`config.mk`:
```
export PLATFORM = sky130hd
export DESIGN_NAME = thermal_rate_governor
export DESIGN_NICKNAME = d
export VERILOG_FILES = /design/src/design/trg_pkg.sv /design/src/design/trg_ctrl.sv /design/src/design/trg_dp.sv /design/src/design/thermal_rate_governor.sv
export SDC_FILE = /design/constraint.sdc
export NUM_CORES = 2
export LEC_CHECK = 0
export ABC_CLOCK_PERIOD_IN_PS = 16550
export BUFFER_PORTS_ARGS = -buffer_cell sky130_fd_sc_hd__buf_2
export CAP_MARGIN = 20
export CORE_AREA = 8 8 329 331
export CTS_BUF_LIST = sky130_fd_sc_hd__clkbuf_8
export DETAILED_ROUTE_END_ITERATION = 8
export DIE_AREA = 0 0 337 339
export GPL_ROUTABILITY_DRIVEN = 0
export GPL_TIMING_DRIVEN = 0
export PLACE_DENSITY_LB_ADDON = 0.08
export RECOVER_POWER = 50
export SLEW_MARGIN = 10
export SYNTH_ARGS = -nofsm -noshare
export SYNTH_HDL_FRONTEND = slang
export SYNTH_HIERARCHICAL = 1
export SYNTH_SLANG_ARGS = --single-unit
export TNS_END_PERCENT = 1
```
`constraint.sdc`:
```
create_clock -name clk -period 16.55 [get_ports clk]
set_input_delay 3.31 -clock clk [delete_from_list [all_inputs] [get_ports clk]]
set_output_delay 3.31 -clock clk [all_outputs]
set_load 0.01 [all_outputs]
```
`src/design/trg_pkg.sv`:
```
package trg_pkg;

    localparam int unsigned POLL_INTERVAL_MS = 1000;
    localparam int unsigned HOT_FALLBACK_MC  = 1000;
    localparam int unsigned EASE_NUM         = 22282;

    localparam int unsigned RATE_W  = 16;
    localparam int unsigned TEMP_W  = 18;
    localparam int unsigned TIME_W  = 32;
    localparam int unsigned TIN_W   = 19;
    localparam int unsigned CFG_W   = 18;
    localparam int unsigned CIDX_W  = 2;

    localparam int unsigned IN_DATA_W  = 56;
    localparam int unsigned OUT_DATA_W = 40;

    localparam logic [RATE_W-1:0] RATE_COOL_RST = 16'd15360;
    localparam logic [RATE_W-1:0] RATE_HOT_RST  = 16'd3072;
    localparam logic [TEMP_W-1:0] WARM_RST      = 18'd65000;
    localparam logic [TEMP_W-1:0] HOT_RST       = 18'd78000;

    // quotient bits of the Q0.16 fraction, one per divider step
    localparam int unsigned DIV_STEPS = 16;
    localparam int unsigned DIV_CNT_W = $clog2(DIV_STEPS);

    localparam logic [CIDX_W-1:0] REG_RATE_COOL = 2'd0;
    localparam logic [CIDX_W-1:0] REG_RATE_HOT  = 2'd1;
    localparam logic [CIDX_W-1:0] REG_WARM      = 2'd2;
    localparam logic [CIDX_W-1:0] REG_HOT       = 2'd3;

    typedef struct packed {
        logic load;
        logic eval;
        logic div_step;
        logic span;
        logic tgt;
        logic ease;
        logic commit;
    } trg_cmd_t;

    typedef struct packed {
        logic poll;
        logic absent;
        logic mid;
        logic out_free;
    } trg_sts_t;

endpackage

```
`src/design/trg_ctrl.sv`:
```
module trg_ctrl
    import trg_pkg::*;
(
    input  logic     clk,
    input  logic     rst_n,
    input  logic     s_axis_tvalid,
    output logic     s_axis_tready,
    input  trg_sts_t sts,
    output trg_cmd_t cmd
);

    typedef enum logic [6:0] {
        S_IDLE   = 7'b0000001,
        S_EVAL   = 7'b0000010,
        S_DIV    = 7'b0000100,
        S_SPAN   = 7'b0001000,
        S_TGT    = 7'b0010000,
        S_EASE   = 7'b0100000,
        S_COMMIT = 7'b1000000
    } trg_state_t;

    localparam logic [DIV_CNT_W-1:0] DIV_LAST = DIV_CNT_W'(DIV_STEPS - 1);

    trg_state_t            state_reg, state_next;
    logic [DIV_CNT_W-1:0]  cnt_reg, cnt_next;

    always_ff @(posedge clk or negedge rst_n)
    begin
        if (!rst_n)
        begin
            state_reg <= S_IDLE;
            cnt_reg   <= '0;
        end
        else
        begin
            state_reg <= state_next;
            cnt_reg   <= cnt_next;
        end
    end

    always_comb
    begin
        state_next    = state_reg;
        cnt_next      = cnt_reg;
        cmd           = '0;
        s_axis_tready = 1'b0;
        unique case (state_reg)
            S_IDLE:
            begin
                s_axis_tready = 1'b1;
                if (s_axis_tvalid)
                begin
                    cmd.load   = 1'b1;
                    state_next = S_EVAL;
                end
            end
            S_EVAL:
            begin
                cmd.eval = 1'b1;
                cnt_next = '0;
                if (!sts.poll || sts.absent)
                    state_next = S_COMMIT;
                else if (sts.mid)
                    state_next = S_DIV;
                else
                    state_next = S_EASE;
            end
            S_DIV:
            begin
                cmd.div_step = 1'b1;
                cnt_next     = cnt_reg + 1'b1;
                if (cnt_reg == DIV_LAST)
                    state_next = S_SPAN;
            end
            S_SPAN:
            begin
                cmd.span   = 1'b1;
                state_next = S_TGT;
            end
            S_TGT:
            begin
                cmd.tgt    = 1'b1;
                state_next = S_EASE;
            end
            S_EASE:
            begin
                cmd.ease   = 1'b1;
                state_next = S_COMMIT;
            end
            S_COMMIT:
            begin
                // hold until the output register is free
                if (sts.out_free)
                begin
                    cmd.commit = 1'b1;
                    state_next = S_IDLE;
                end
            end
            default:
            begin
                state_next = S_IDLE;
            end
        endcase
    end

endmodule

```
`src/design/trg_dp.sv`:
```
module trg_dp
    import trg_pkg::*;
(
    input  logic                   clk,
    input  logic                   rst_n,
    input  logic                   cfg_we,
    input  logic [CIDX_W-1:0]      cfg_index,
    input  logic [CFG_W-1:0]       cfg_data,
    input  logic [IN_DATA_W-1:0]   s_axis_tdata,
    output logic                   m_axis_tvalid,
    input  logic                   m_axis_tready,
    output logic [OUT_DATA_W-1:0]  m_axis_tdata,
    output logic                   m_axis_tuser,
    input  trg_cmd_t               cmd,
    output trg_sts_t               sts
);

    logic [RATE_W-1:0] cool_reg, hot_rate_reg;
    logic [TEMP_W-1:0] warm_reg, hot_pt_reg;

    logic [TIME_W-1:0] last_reg;
    logic [RATE_W-1:0] rate_reg;
    logic [TEMP_W-1:0] trec_reg;

    logic [TIME_W-1:0]        now_reg;
    logic signed [TIN_W-1:0]  temp_reg;
    logic                     poll_reg, absent_reg;

    logic [TIN_W:0]           rem_reg;
    logic [TIN_W-1:0]         den_reg;
    logic [DIV_STEPS-1:0]     quo_reg;
    logic signed [33:0]       span_prod_reg;
    logic [RATE_W-1:0]        target_reg;
    logic signed [32:0]       ease_prod_reg;

    logic                     out_valid_reg;
    logic [RATE_W-1:0]        out_rate_reg;
    logic [TEMP_W-1:0]        out_temp_reg;
    logic                     out_polled_reg;

    logic [TEMP_W-1:0]        tu;
    logic [TIN_W-1:0]         hot_eff;
    logic [TIME_W-1:0]        elapsed;
    logic                     poll_hit, absent, cold, hot_hit;
    logic [TIN_W:0]           shifted;
    logic signed [RATE_W:0]   span;
    logic signed [RATE_W+1:0] tgt_sum;
    logic signed [RATE_W:0]   gap;
    logic [RATE_W-1:0]        rate_new;
    logic [TEMP_W-1:0]        trec_new;

    always_ff @(posedge clk or negedge rst_n)
    begin
        if (!rst_n)
        begin
            cool_reg     <= RATE_COOL_RST;
            hot_rate_reg <= RATE_HOT_RST;
            warm_reg     <= WARM_RST;
            hot_pt_reg   <= HOT_RST;
        end
        else if (cfg_we)
        begin
            unique case (cfg_index)
                REG_RATE_COOL: cool_reg     <= cfg_data[RATE_W-1:0];
                REG_RATE_HOT:  hot_rate_reg <= cfg_data[RATE_W-1:0];
                REG_WARM:      warm_reg     <= cfg_data[TEMP_W-1:0];
                REG_HOT:       hot_pt_reg   <= cfg_data[TEMP_W-1:0];
                default:       ;
            endcase
        end
    end

    assign tu      = temp_reg[TEMP_W-1:0];
    assign elapsed = now_reg - last_reg;
    assign poll_hit = (last_reg == '0) || (elapsed >= TIME_W'(POLL_INTERVAL_MS));
    assign absent  = temp_reg[TIN_W-1] || (temp_reg == '0);
    assign hot_eff = (hot_pt_reg > warm_reg) ? {1'b0, hot_pt_reg}
                                             : {1'b0, warm_reg} + TIN_W'(HOT_FALLBACK_MC);
    assign cold    = (tu <= warm_reg);
    assign hot_hit = ({1'b0, tu} >= hot_eff);

    assign sts.poll     = poll_hit;
    assign sts.absent   = absent;
    assign sts.mid      = !cold && !hot_hit;
    assign sts.out_free = !out_valid_reg || m_axis_tready;

    // remainder stays below the divisor, so one spare bit covers the shift
    assign shifted = {rem_reg[TIN_W-1:0], 1'b0};
    assign span    = $signed({1'b0, hot_rate_reg}) - $signed({1'b0, cool_reg});
    assign tgt_sum = $signed({2'b00, cool_reg}) + span_prod_reg[33:16];
    assign gap     = $signed({1'b0, target_reg}) - $signed({1'b0, rate_reg});

    always_comb
    begin
        rate_new = rate_reg;
        trec_new = trec_reg;
        if (poll_reg)
        begin
            if (absent_reg)
            begin
                rate_new = cool_reg;
                trec_new = '0;
            end
            else
            begin
                // floor shift of the eased gap, added modulo 2^16
                rate_new = rate_reg + ease_prod_reg[RATE_W+15:16];
                trec_new = tu;
            end
        end
    end

    always_ff @(posedge clk)
    begin
        if (cmd.load)
        begin
            now_reg  <= s_axis_tdata[TIME_W-1:0];
            temp_reg <= s_axis_tdata[TIME_W+TIN_W-1:TIME_W];
        end
        if (cmd.eval)
        begin
            poll_reg   <= poll_hit;
            absent_reg <= absent;
            rem_reg    <= {2'b00, tu} - {2'b00, warm_reg};
            den_reg    <= hot_eff - {1'b0, warm_reg};
            quo_reg    <= '0;
            target_reg <= cold ? cool_reg : hot_rate_reg;
        end
        if (cmd.div_step)
        begin
            if (shifted >= {1'b0, den_reg})
            begin
                rem_reg <= shifted - {1'b0, den_reg};
                quo_reg <= {quo_reg[DIV_STEPS-2:0], 1'b1};
            end
            else
            begin
                rem_reg <= shifted;
                quo_reg <= {quo_reg[DIV_STEPS-2:0], 1'b0};
            end
        end
        if (cmd.span)
            span_prod_reg <= span * $signed({1'b0, quo_reg});
        if (cmd.tgt)
            target_reg <= tgt_sum[RATE_W-1:0];
        if (cmd.ease)
            ease_prod_reg <= gap * $signed({1'b0, 15'(EASE_NUM)});
        if (cmd.commit)
        begin
            out_rate_reg   <= rate_new;
            out_temp_reg   <= trec_new;
            out_polled_reg <= poll_reg;
        end
    end

    always_ff @(posedge clk or negedge rst_n)
    begin
        if (!rst_n)
        begin
            last_reg      <= '0;
            rate_reg      <= RATE_COOL_RST;
            trec_reg      <= '0;
            out_valid_reg <= 1'b0;
        end
        else
        begin
            if (cmd.commit)
            begin
                if (poll_reg)
                    last_reg <= now_reg;
                rate_reg      <= rate_new;
                trec_reg      <= trec_new;
                out_valid_reg <= 1'b1;
            end
            else if (m_axis_tready)
                out_valid_reg <= 1'b0;
        end
    end

    assign m_axis_tvalid = out_valid_reg;
    assign m_axis_tdata  = {{(OUT_DATA_W - RATE_W - TEMP_W){1'b0}}, out_temp_reg, out_rate_reg};
    assign m_axis_tuser  = out_polled_reg;

endmodule

```
`src/design/thermal_rate_governor.sv`:
```
// Thermal rate governor.
// Input stream s_axis: one request per poll attempt, tdata carries a wrapping
// millisecond timestamp and a signed millidegree temperature. A request is
// taken as a poll when no poll has happened yet or 1000 ms have elapsed; a
// temperature at or below zero clears the recorded value and snaps the rate to
// the cool rate, otherwise the rate eases toward a target interpolated between
// the warm and hot points.
// Output stream m_axis: exactly one result per request, with the Q8.8 rate and
// the recorded temperature in tdata and the poll flag in tuser.
// Configuration: cfg_we writes cfg_data into register cfg_index (0 cool rate,
// 1 hot rate, 2 warm point, 3 hot point) in the same cycle; write only while idle.
// An interpolated temperature passes the evaluate state, the serial divider that
// forms the Q0.16 fraction, then span, target, ease and commit; one outside the
// band goes from evaluate to ease and commit, and an ignored or absent one from
// evaluate to commit. Only one request is in flight at a time.
// Reset restores the register defaults, the rate to the reset cool rate and
// clears the poll history. A stalled result waits in the output register; the
// block accepts the next request meanwhile and holds its result until freed.
module thermal_rate_governor
    import trg_pkg::*;
(
    input  logic                  clk,
    input  logic                  rst_n,
    input  logic                  cfg_we,
    input  logic [CIDX_W-1:0]     cfg_index,
    input  logic [CFG_W-1:0]      cfg_data,
    input  logic                  s_axis_tvalid,
    output logic                  s_axis_tready,
    input  logic [IN_DATA_W-1:0]  s_axis_tdata,   // now_ms[31:0], temp_mc[50:32], zero pad
    output logic                  m_axis_tvalid,
    input  logic                  m_axis_tready,
    output logic [OUT_DATA_W-1:0] m_axis_tdata,   // rate_now[15:0], temp_seen_mc[33:16], pad
    output logic                  m_axis_tuser    // polled
);

    trg_cmd_t cmd;
    trg_sts_t sts;

    trg_ctrl u_ctrl (
        .clk           (clk),
        .rst_n         (rst_n),
        .s_axis_tvalid (s_axis_tvalid),
        .s_axis_tready (s_axis_tready),
        .sts           (sts),
        .cmd           (cmd)
    );

    trg_dp u_dp (
        .clk           (clk),
        .rst_n         (rst_n),
        .cfg_we        (cfg_we),
        .cfg_index     (cfg_index),
        .cfg_data      (cfg_data),
        .s_axis_tdata  (s_axis_tdata),
        .m_axis_tvalid (m_axis_tvalid),
        .m_axis_tready (m_axis_tready),
        .m_axis_tdata  (m_axis_tdata),
        .m_axis_tuser  (m_axis_tuser),
        .cmd           (cmd),
        .sts           (sts)
    );

endmodule

```
==> results.py <==
metrics = {
    "floorplan": {
        "fp.dieH_um": 339,
        "io_pins": 124,
        "dieArea_um2": 114000,
        "core_um2": 103000,
        "start_util": 0.337,
        "fp.dieW_um": 337,
        "row_count": 118,
    },
    "logic_synthesis": {
        "synth.distinct_cells": 92,
        "synthSimpleGateAreaFrac": 0.127,
        "yosysWarnings": 6,
        "synth_compound_area_frac": 0.0987,
        "synth_top_area_frac": 0.197,
        "synth_area_per_cell_um2": 9.85,
        "synth_seq_cells": 336,
        "synth_edf_count": 190,
        "synthXorXnorAreaFrac": 0.0402,
        "async_flop_share": 0.435,
        "yosysSeqAreaShare": 0.271,
        "syn_area_um2": 34700,
        "synthAdderAreaFrac": 0.335,
        "postSynthCellCount": 3518,
        "muxShareOfSynthArea": 0.0461,
        "synth-main-ff-cell": "edfxtp_1",
        "synth_area_leaders": "fa_1, edfxtp_1, ha_1, dfrtp_1, inv_1",
        "synth_top_family_by_area": "adder cells",
        "yosysTopAreaCell": "fa_1",
    },
    "worst_setup_path": {
        "rr_worst_depth": 36,
        "critPathMostFrequentCell": "fa_1",
        "r2r_slack_ns": 5.97,
        "crit_required_ns": 16.93,
        "cpPeakStageDelay_ns": 0.80,
        "r2r-end": "u_dp/span_prod_reg[31]",
        "crit_arrival_ns": 10.96,
        "crit_slowest_cell": "xnor2_1",
        "startpoint_type": "flop",
        "crit-reg2reg-launch": "u_dp/cool_reg[1]",
        "crit_type": "reg -> reg",
        "crit_fanout": 10,
        "cp-startpoint": "u_dp/cool_reg[1]",
        "endpoint": "u_dp/span_prod_reg[31]",
        "crit_path_end_kind": "flop",
    },
    "timing": {
        "fin_skew_ns": 0.0435,
        "relSlewSlack": -2.37,
        "rsz0062_at_grt": "no",
        "finalSetupViolCount": 0,
        "worst_pin_slew_ns": 5.05,
        "period_share": 0.639,
        "drv_slew": 185,
        "min_period_ns": 10.58,
        "fmax_ghz": 0.0945,
        "hold_viol_final": 0,
        "tns_ns": 0,
        "hold_ws_ns": 0.472,
    },
    "clock_network": {
        "clk_latency_ns": 0.67,
        "numCtsBuffers": 68,
        "root_buffer": "clkbuf_8",
        "cts_tree": "done",
        "clk_path_buf_depth": 3,
        "path_clk_slew_ns": 0.06,
        "cts_max_level": 3,
        "cts_resized": 0,
        "hold_buffers": 0,
        "cts_sinks": 336,
        "cts_setup_buffers": 0,
    },
    "place": {
        "dpl_cell_area_um2": 37100,
        "hpwl_um": 80100,
        "io_buffers": 112,
    },
    "job": {
        "drv_cap": 3,
    },
    "global_routing": {
        "grt_max_degree": 93,
        "grt_util_met1": 0.246,
        "overflow": 0,
        "grtUsageTotal": 0.173,
        "grt_pass1_vias": 25300,
        "grt.busiest_layer": "met2",
        "antenna_found_initial": 5,
        "grt_pass1_wl_um": 153000,
        "gr-usage-met3": 0.0228,
        "use_met2": 0.281,
    },
    "route": {
        "num_vias": 24300,
        "drtIter0Drc": 1311,
        "routed_wl_um": 98600,
        "antenna_left": 0,
        "routedWlPerCell_um": 19.2,
        "vias_per_cell": 4.73,
        "route.detailed.drc": 0,
        "dr.pass1.iters": 7,
    },
    "worst_hold_path": {
        "min_path_type": "reg -> reg",
    },
    "outcome": {
        "violations": "capacitance limit, slew limit",
        "status": "finished with violations",
    },
    "finish": {
        "areaGrowthSynthToFinish_pct": 10.8,
        "nets": 4510,
        "drive_gt1_frac": 0.0991,
        "fin_area_um2": 38400,
    },
}
worst max-delay path, delay by kind of cell, from the launching register on:
family,cells,cell delay [ns]
buf+inv,6,1.15
xor+xnor,2,0.93
fa+ha+maj,8,3.55
simple gates,7,1.00
compound gates,13,3.23
flops,1,0.48
through the flow:
step,util,setup slack (ns),cells
global placement,0.359,5.56,5015
CTS,0.374,5.78,5145
detailed placement,0.360,5.86,5020
floorplan,-,8.25,3523
global route,0.373,4.97,5146
finish,0.373,5.97,5149
logic make-up after synthesis:
kind of cell	count (synthesis)
flops	336
mux	147
buf+inv	751
fa+ha+maj	723
other cells	1
xor+xnor	159
simple gates	874
compound gates	527
cell type report:
class / instances / area [um^2]
fillers: 10600 / 64500
multi-input cells: 2436 / 22400
flip-flops and latches: 336 / 9390
inverters: 650 / 2440
well taps: 1380 / 1730
clock buffers: 77 / 1060
repair buffers: 117 / 594
plain buffers: 101 / 422
clock inverters: 48 / 348
diodes: 4 / 10.0
synthesized netlist by cell type (9+ instances only):
library cell and n:
and2_1 145, nand2b_1 47, mux2i_1 46, nor3_1 53, or3_1 9, o21ai_0 136, nor2_1 152, o2111ai_1 9
dfstp_2 28, nor4_1 23, a21boi_0 14, o21a_1 27, a31oi_1 11, nand3_1 46, nor2b_1 53, nand4_1 14
clkbuf_1 83, xor2_1 43, inv_1 650, nand2_1 265, buf_4 9, fa_1 341, o21ai_1 13, o21bai_1 12
a21o_1 47, xnor2_1 116, edfxtp_1 190, or2_2 9, ha_1 378, a21oi_1 154, and3_1 20, o31ai_1 10
dfrtp_1 118, a211oi_1 10, mux2_2 101
routing by layer:
metal | vias to the layer above | wire [um] | part of all wire
met3 | 95 | 3590 | 0.036
met5 | - | 0 | 0
met2 | 371 | 45500 | 0.46
li1 | 12000 | - | -
met1 | 11900 | 47800 | 0.48
met4 | 0 | 1790 | 0.018
placed cells by master (no fill, tap or decap), types with 20 or more instances in the layout:
cell type / instances
nand2_1: 265
and3_1: 20
mux2i_1: 46
nor3_1: 55
nand2b_1: 47
fa_1: 341
o21a_1: 27
inv_1: 675
buf_2: 103
dfstp_2: 28
nor2b_1: 53
nor4_1: 24
a21o_1: 47
nor2_1: 152
edfxtp_1: 190
xnor2_1: 116
dfrtp_1: 118
o21ai_0: 135
ha_1: 378
nand3_1: 46
clkbuf_8: 77
mux2_2: 100
and2_1: 136
clkbuf_1: 95
xor2_1: 43
a21oi_1: 154
worst min-delay path by stage:
stage,cells past startpoint,end,slack [ns],from
2_1_floorplan,0,u_dp/m_axis_tuser,0.42,u_dp/poll_reg
3_3_place_gp,2,u_dp/trec_reg[6],0.46,u_dp/trec_reg[6]
3_5_place_dp,2,u_dp/trec_reg[1],0.47,u_dp/trec_reg[1]
4_1_cts,2,u_dp/trec_reg[1],0.48,u_dp/trec_reg[1]
5_1_grt,0,u_dp/m_axis_tuser,0.49,u_dp/poll_reg
6_report,0,u_dp/m_axis_tuser,0.47,u_dp/poll_reg
Power is left out: the tool's default activity adds up to more than one toggle a clock period on the data nets, which glitch-free logic cannot reach.
